`src/kfd_pkg.sv`:
```
// Shared types and constants for the keypad frame deframer and decoder.
// Used by kfd_decode and keypad_frame_deframer_decoder; no dependencies.
package kfd_pkg;

  // Message kinds carried on the result channel.
  typedef enum logic [1:0] {
    MSG_TEACHER = 2'd0,
    MSG_STUDENT = 2'd1,
    MSG_SET_ID  = 2'd2
  } msg_kind_t;

  // Field widths.
  localparam int unsigned BYTE_W   = 8;
  localparam int unsigned ID_W     = 9;
  localparam int unsigned KEY_W    = 7;
  localparam int unsigned ANS_W    = 3;

  // Decode constants.
  localparam logic [KEY_W-1:0]  KEY_KNOWN_LIMIT = 7'd12;
  localparam logic [ANS_W-1:0]  ANS_RUSH        = 3'd6;
  localparam logic [BYTE_W-1:0] SHORT_TEACHER   = 8'd0;
  localparam logic [BYTE_W-1:0] SHORT_MAX_ID    = 8'd100;
  localparam logic [BYTE_W-1:0] SHORT_SET_ID    = 8'd121;
  localparam logic [1:0]        CLASS_TEACHER   = 2'd0;
  localparam logic [1:0]        CLASS_STUDENT   = 2'd1;
  localparam logic [1:0]        CLASS_SET_ID    = 2'd2;
  localparam logic [2:0]        SUB_SET_ID      = 3'd0;

  // One decoded result item.
  typedef struct packed {
    msg_kind_t          kind;
    logic [ID_W-1:0]    keypad_id;
    logic [KEY_W-1:0]   teacher_key;
    logic               key_known;
    logic [ANS_W-1:0]   answer;
    logic [KEY_W-1:0]   first;
    logic [BYTE_W-1:0]  second;
    logic [BYTE_W-1:0]  check;
  } result_t;

endpackage

```
`src/keypad_frame_deframer_decoder.sv`:
```
// Keypad frame deframer and decoder: one received byte per transfer.
// A result is loaded into the output register when the byte that completes it is taken, or into the skid entry if not.
// Throughput: one byte per cycle while in_stall is low; a result register plus one skid entry absorb stalls.
// in_stall rises only while the skid entry is occupied.
// Synchronous active-low reset empties the byte window and both result registers
// and clears short_format. Depends on kfd_pkg and kfd_decode.
module keypad_frame_deframer_decoder (
  input  logic                             clk,
  input  logic                             rst_n,
  // Configuration write channel.
  input  logic                             cfg_valid,
  output logic                             cfg_ready,
  input  logic                             cfg_short_format,
  // Byte input channel.
  input  logic                             in_valid,
  output logic                             in_stall,
  input  logic [kfd_pkg::BYTE_W-1:0]       in_byte_in,
  // Result channel.
  output logic                             out_valid,
  input  logic                             out_stall,
  output logic [1:0]                       out_message_kind,
  output logic [kfd_pkg::ID_W-1:0]         out_keypad_id,
  output logic [kfd_pkg::KEY_W-1:0]        out_teacher_key,
  output logic                             out_teacher_key_known,
  output logic [kfd_pkg::ANS_W-1:0]        out_answer_choice,
  output logic [kfd_pkg::KEY_W-1:0]        out_frame_first,
  output logic [kfd_pkg::BYTE_W-1:0]       out_frame_second,
  output logic [kfd_pkg::BYTE_W-1:0]       out_frame_check
);

  logic                          short_format_r;
  logic [kfd_pkg::BYTE_W-1:0]    win0_r, win0_nxt;
  logic [kfd_pkg::BYTE_W-1:0]    win1_r, win1_nxt;
  logic [1:0]                    fill_r, fill_nxt;
  logic                          out_valid_r, out_valid_nxt;
  logic                          skid_valid_r, skid_valid_nxt;
  kfd_pkg::result_t              out_res_r, skid_res_r;
  kfd_pkg::result_t              dec_res;
  logic                          dec_known;
  logic                          in_xfer;
  logic                          out_xfer;
  logic                          win_full;
  logic                          frame_ok;
  logic                          new_result;
  logic                          load_out;
  logic                          load_skid;
  logic                          skid_to_out;

  // Configuration is always accepted.
  assign cfg_ready = 1'b1;

  always_ff @(posedge clk) begin
    if (!rst_n) begin
      short_format_r <= 1'b0;
    end else if (cfg_valid && cfg_ready) begin
      short_format_r <= cfg_short_format;
    end
  end

  assign in_stall = skid_valid_r;
  assign in_xfer  = in_valid && !in_stall;
  assign out_xfer = out_valid_r && !out_stall;

  // A fill count of two or more means the window is full.
  assign win_full = fill_r[1];
  assign frame_ok = win_full && !win0_r[7] && (in_byte_in == (win0_r ^ win1_r));

  kfd_decode u_decode (
    .short_format (short_format_r),
    .b0           (win0_r),
    .b1           (win1_r),
    .b2           (in_byte_in),
    .known        (dec_known),
    .res          (dec_res)
  );

  // Window update: fill, consume a good frame, or slide by one byte.
  always_comb begin
    win0_nxt = win0_r;
    win1_nxt = win1_r;
    fill_nxt = fill_r;
    if (in_xfer) begin
      if (!win_full) begin
        if (fill_r[0]) begin
          win1_nxt = in_byte_in;
        end else begin
          win0_nxt = in_byte_in;
        end
        fill_nxt = fill_r + 2'd1;
      end else if (frame_ok) begin
        win0_nxt = '0;
        win1_nxt = '0;
        fill_nxt = 2'd0;
      end else begin
        win0_nxt = win1_r;
        win1_nxt = in_byte_in;
        fill_nxt = 2'd2;
      end
    end
  end

  // Result routing between the output register and the skid entry.
  assign new_result  = in_xfer && frame_ok && dec_known;
  assign skid_to_out = skid_valid_r && (out_xfer || !out_valid_r);
  assign load_out    = new_result && !skid_valid_r && (out_xfer || !out_valid_r);
  assign load_skid   = new_result && !load_out;

  always_comb begin
    out_valid_nxt  = out_valid_r;
    skid_valid_nxt = skid_valid_r;
    if (out_xfer) begin
      out_valid_nxt = 1'b0;
    end
    if (skid_to_out) begin
      out_valid_nxt  = 1'b1;
      skid_valid_nxt = 1'b0;
    end
    if (load_out) begin
      out_valid_nxt = 1'b1;
    end
    if (load_skid) begin
      skid_valid_nxt = 1'b1;
    end
  end

  // Control state.
  always_ff @(posedge clk) begin
    if (!rst_n) begin
      win0_r       <= '0;
      win1_r       <= '0;
      fill_r       <= 2'd0;
      out_valid_r  <= 1'b0;
      skid_valid_r <= 1'b0;
    end else begin
      win0_r       <= win0_nxt;
      win1_r       <= win1_nxt;
      fill_r       <= fill_nxt;
      out_valid_r  <= out_valid_nxt;
      skid_valid_r <= skid_valid_nxt;
    end
  end

  // Result payload registers.
  always_ff @(posedge clk) begin
    if (skid_to_out) begin
      out_res_r <= skid_res_r;
    end else if (load_out) begin
      out_res_r <= dec_res;
    end
    if (load_skid) begin
      skid_res_r <= dec_res;
    end
  end

  assign out_valid             = out_valid_r;
  assign out_message_kind      = out_res_r.kind;
  assign out_keypad_id         = out_res_r.keypad_id;
  assign out_teacher_key       = out_res_r.teacher_key;
  assign out_teacher_key_known = out_res_r.key_known;
  assign out_answer_choice     = out_res_r.answer;
  assign out_frame_first       = out_res_r.first;
  assign out_frame_second      = out_res_r.second;
  assign out_frame_check       = out_res_r.check;

endmodule

```
`src/kfd_decode.sv`:
```
// Combinational decoder for one checked three-byte keypad frame.
// Depends on kfd_pkg for the result type and decode constants.
module kfd_decode (
  input  logic                         short_format,
  input  logic [kfd_pkg::BYTE_W-1:0]   b0,
  input  logic [kfd_pkg::BYTE_W-1:0]   b1,
  input  logic [kfd_pkg::BYTE_W-1:0]   b2,
  output logic                         known,
  output kfd_pkg::result_t             res
);

  logic [kfd_pkg::KEY_W-1:0] low7;
  logic [1:0]                c1;
  logic [4:0]                k1;
  logic [2:0]                c2;
  logic [3:0]                k2;
  logic [kfd_pkg::ANS_W-1:0] low7_ans;
  logic [kfd_pkg::ANS_W-1:0] c2_ans;

  assign low7 = b1[6:0];
  assign c1   = b0[6:5];
  assign k1   = b0[4:0];
  assign c2   = b1[6:4];
  assign k2   = b1[3:0];

  // Answer codes of six or above collapse to the rush code.
  assign low7_ans = (low7 < 7'd6) ? low7[2:0] : kfd_pkg::ANS_RUSH;
  assign c2_ans   = (c2 < kfd_pkg::ANS_RUSH) ? c2 : kfd_pkg::ANS_RUSH;

  // Pick the message kind and its fields for the selected format.
  always_comb begin
    known           = 1'b0;
    res.kind        = kfd_pkg::MSG_TEACHER;
    res.keypad_id   = '0;
    res.teacher_key = '0;
    res.key_known   = 1'b0;
    res.answer      = '0;
    res.first       = b0[6:0];
    res.second      = b1;
    res.check       = b2;
    if (short_format) begin
      if (b0 == kfd_pkg::SHORT_TEACHER) begin
        known           = 1'b1;
        res.kind        = kfd_pkg::MSG_TEACHER;
        res.teacher_key = low7;
        res.key_known   = (low7 < kfd_pkg::KEY_KNOWN_LIMIT);
      end else if (b0 <= kfd_pkg::SHORT_MAX_ID) begin
        known         = 1'b1;
        res.kind      = kfd_pkg::MSG_STUDENT;
        res.keypad_id = {1'b0, b0};
        res.answer    = low7_ans;
      end else if (b0 == kfd_pkg::SHORT_SET_ID) begin
        known         = 1'b1;
        res.kind      = kfd_pkg::MSG_SET_ID;
        res.keypad_id = {2'b00, low7};
      end
    end else begin
      if (c1 == kfd_pkg::CLASS_TEACHER && k1 == 5'd0) begin
        known           = 1'b1;
        res.kind        = kfd_pkg::MSG_TEACHER;
        res.teacher_key = low7;
        res.key_known   = (low7 < kfd_pkg::KEY_KNOWN_LIMIT);
      end else if (c1 == kfd_pkg::CLASS_STUDENT) begin
        known         = 1'b1;
        res.kind      = kfd_pkg::MSG_STUDENT;
        res.keypad_id = {k1, k2};
        res.answer    = c2_ans;
      end else if (c1 == kfd_pkg::CLASS_SET_ID && c2 == kfd_pkg::SUB_SET_ID) begin
        known         = 1'b1;
        res.kind      = kfd_pkg::MSG_SET_ID;
        res.keypad_id = {k1, k2};
      end
    end
  end

endmodule

```
`config.mk`:
```
export PLATFORM = sky130hd
export DESIGN_NAME = keypad_frame_deframer_decoder
export DESIGN_NICKNAME = d
export VERILOG_FILES = /design/src/kfd_pkg.sv /design/src/keypad_frame_deframer_decoder.sv /design/src/kfd_decode.sv
export SDC_FILE = /design/constraint.sdc
export NUM_CORES = 1
export LEC_CHECK = 0
export ABC_AREA = 1
export BUFFER_PORTS_ARGS = -buffer_cell sky130_fd_sc_hd__buf_2
export CORE_MARGIN = 2
export CORE_UTILIZATION = 52
export CTS_CLUSTER_DIAMETER = 40
export CTS_CLUSTER_SIZE = 30
export DETAILED_ROUTE_END_ITERATION = 7
export HOLD_SLACK_MARGIN = 0.1
export PLACE_DENSITY = 0.73
export SYNTH_ARGS = -nofsm -noshare
export SYNTH_HDL_FRONTEND = slang
export SYNTH_HIERARCHICAL = 1
export SYNTH_SLANG_ARGS = --single-unit
```
`constraint.sdc`:
```
create_clock -name clk -period 3.9 [get_ports clk]
set_input_delay 0.585 -clock clk [delete_from_list [all_inputs] [get_ports clk]]
set_output_delay 0.585 -clock clk [all_outputs]
set_load 0.01 [all_outputs]
```
==> metrics.txt <==
worst slew pin tran 1.069 ns; Max-slew headroom 28.48%; CTS clk-pin slew, worst paths 0.11 ns; met2 GRT Util 30.64%; Final Hold Fails 0; busiest grt layer met2; Layout Nets 516; WP data arrival 2.98 ns; Final Util 58.45%; critical-path maximum fanout 27; Post-CTS Hold Buffers 0; synthesized flop and latch total 111; starting DRC count in detailed routing 191; DRT antenna net count 0; vias in the first global route 3261; Max Root-Sink Buffers 2; Synthesis Warnings 6; Die X 104.0 microns; layout overhead on the synthesized area 9.465%; M3 GR Usage 3.446%; routability cong. 0.8693; synthesized cell area 5195 sq um; synth unique cells 33; Fillers 824; Max Cap Viol 0; Worst R2R End out_answer_choice[0]; final setup vio count 0; f_max 346.3 MHz; TNS Setup 0 ns; unrepaired setup endpoints after global routing no; adder-cell share of the synthesized area 0%; HPWL Detailed 7.274 mm; Routed WL 10.39 mm; reg2reg path depth 11; start of the worst register-to-register path win1_r[5]; Final Slew Violations 0; Crit Path Class reg -> reg; largest net degree at the start of global routing 46; CTS tree yes; row cnt 36; Post-CTS Setup Bufs 0; WHS Endpoint short_format_r; met1 usage 29.06%; top cell type by total area after synthesis edfxtp_1; crit path launch type flip-flop; FF-to-FF setup slack 1.01 ns; Synth area leaders edfxtp_1 (52%), mux2_2 (9.8%), dfxtp_1 (8.1%); routed length per instance 16.24 microns; Vias 3445; P_leak 2.250 nW; core area 9729 sq um; CTS H-tree lvls 3; Die ar. 10810 sq um; Post-Syn Instances 461; status complete, no violations; via/cell ratio 5.383; WP data required 4.00 ns; Simple-Gate Fraction of Synth Area 16.69%; cell area power density 395.2 nW/um^2; register area share after synthesis 60.12%; Top Ports 62; Root Buffer clkbuf_8; Hold Path Stages 2; fin crit share 74.04%; Setup crit end kind flip-flop; global-route wire length before repair 17.14 mm; Synth Area in Compound Gates 5.443%; Die Y 104.0 microns; # DRC 0; Synth Area in XOR/XNOR 0%; pre-CTS setup slack 1.016 ns; gr usage total 20.31%; CTS Sinks 111; Tmin final 2.888 ns; post-CTS sizing 0; TritonRoute pass-1 iters 4; top cell type's share of synthesized area 52.02%; clock buffer count from CTS 9; Setup WS post-layout 1.012 ns; initial antenna violation count 0; hold path startpoint cfg_valid; Syn Nets 475; initial core utilization 53.40%; Ant. Diodes 0; share of cells above drive strength 1 33.53%; Peak VDD IR 0.0002016 V; synthesized area per cell 11.27 sq um; Worst Skew 0.01427 ns; Hold Path Class in -> reg; mux cell area share after synthesis 9.754%; clock latency at the later pin of the worst-skew pair 0.39 ns; IO buf count 60; largest family of logic cells by synthesized area simple AND/OR/NAND/NOR gates; total grt overflow 0
Yosys cell counts:
| master | instances |
|---|---|
| o21ai_0 | 10 |
| nor3_4 | 1 |
| a21oi_2 | 1 |
| buf_4 | 25 |
| o21ai_2 | 3 |
| nand3_2 | 3 |
| conb_1 | 1 |
| o21bai_1 | 1 |
| clkbuf_1 | 1 |
| nand2_1 | 72 |
| nand3_1 | 47 |
| inv_2 | 12 |
| o2111a_1 | 1 |
| nor3_1 | 2 |
| nor3_2 | 3 |
| o21a_1 | 2 |
| nand4_1 | 1 |
| o22ai_1 | 7 |
| nand2_2 | 9 |
| nand2_4 | 3 |
| buf_2 | 5 |
| nor2_1 | 22 |
| dfxtp_1 | 21 |
| a21oi_1 | 21 |
| nand3_4 | 1 |
| inv_1 | 37 |
| o21ai_1 | 3 |
| buf_6 | 1 |
| nor2_4 | 3 |
| edfxtp_1 | 90 |
| mux2_2 | 45 |
| nand3b_1 | 1 |
| nor2_2 | 6 |
layer usage:
metal / routed length, microns / vias up
met2: 4656 / 130
met3: 622 / 23
met4: 257 / 0
li1: - / 1648
met1: 4858 / 1644
met5: 0 / -
power breakdown:
part           switching (mW)  leakage, nW  internal, mW
clock                   0.424        0.101         0.253
sequential             0.0469         1.01          1.30
combinational           0.144         1.14        0.0839
total                   0.615         2.25          1.63
state kept, by name, summed over array words and instances (netlist names):
signal,count
skid_res_r,45
out_keypad_id,9
out_frame_check,8
out_frame_second,8
win0_r,8
win1_r,8
out_frame_first,7
out_teacher_key,7
out_answer_choice,3
fill_r,2
out_message_kind,2
in_stall,1
out_teacher_key_known,1
out_valid,1
short_format_r,1
metrics by stage:
| step | hold WS (ns) | power (mW) | cell area (sq um) | cells |
|---|---|---|---|---|
| detailed placement | 0.5293 | 1.593 | 5493 | 624 |
| floorplan | 0.4837 | 1.545 | 5199 | 461 |
| global route | 0.3880 | 2.338 | 5687 | 640 |
| global placement | 0.5063 | 1.590 | 5493 | 624 |
| CTS | 0.3843 | 2.260 | 5687 | 640 |
| finish | 0.3941 | 2.247 | 5687 | 640 |
cells by family after synthesis:
group	count (synthesis)
AOI/OAI and AO/OA	49
buffers and inverters	81
DFF	111
muxes	45
other	1
and+or+nand+nor	174
critical path, cell delays in order (launching register included):
cell and delay [ns]:
dfxtp_1 0.51, nor3_4 0.31, nand2_1 0.12, nand2_2 0.15, inv_2 0.06, nand2_1 0.05, o21a_1 0.12, inv_1 0.04
nor2_1 0.09, nand3_1 0.24, a21oi_4 0.62, buf_12 0.27
layout make-up:
cell class | instances | area (sq um) | area share, %
sequential | 111 | 3123 | 54.92
multi-input combinational | 269 | 1679 | 29.53
timing repair buffer | 62 | 340.3 | 5.985
inverter | 49 | 183.9 | 3.234
tap | 133 | 166.4 | 2.926
clock buffer | 9 | 123.9 | 2.178
clock inverter | 7 | 70.07 | 1.232
cell usage in the layout, fill, tap and decap left out, types with 2 or more instances in the layout:
cell type  netlist  routed
nor2_1          22      21
o21ai_0         10      10
edfxtp_1        90      90
a21oi_1         21      20
clkbuf_8         0       9
o21ai_1          3       3
nand3_2          3       3
nor2_4           3       4
nor3_1           2       2
mux2_2          45      45
o22ai_1          7       7
dfxtp_1         21      21
o21ai_2          3       3
buf_12           0       2
nand3_1         47      47
nand2_2          9       9
nor3_2           3       3
o21a_1           2       2
nand2_1         72      72
inv_8            0       2
inv_2           12      12
nor2_2           6       6
inv_1           37      37
inv_6            0       3
buf_2            5      60
nand2_4          3       3
worst max path at each step:
stage | from | end | slack [ns] | depth (start not counted)
4_1_cts | win0_r[5] | out_answer_choice[0] | 1.0 | 10
6_report | win1_r[5] | out_answer_choice[0] | 1.01 | 11
3_3_place_gp | win0_r[5] | out_frame_check[1] | 1.05 | 10
5_1_grt | win0_r[5] | out_teacher_key[5] | 0.73 | 12
2_1_floorplan | win1_r[5] | skid_res_r[0] | 0.22 | 10
3_5_place_dp | win1_r[5] | out_frame_check[0] | 1.02 | 11
Note: power is estimated with default switching activity, not from simulation.
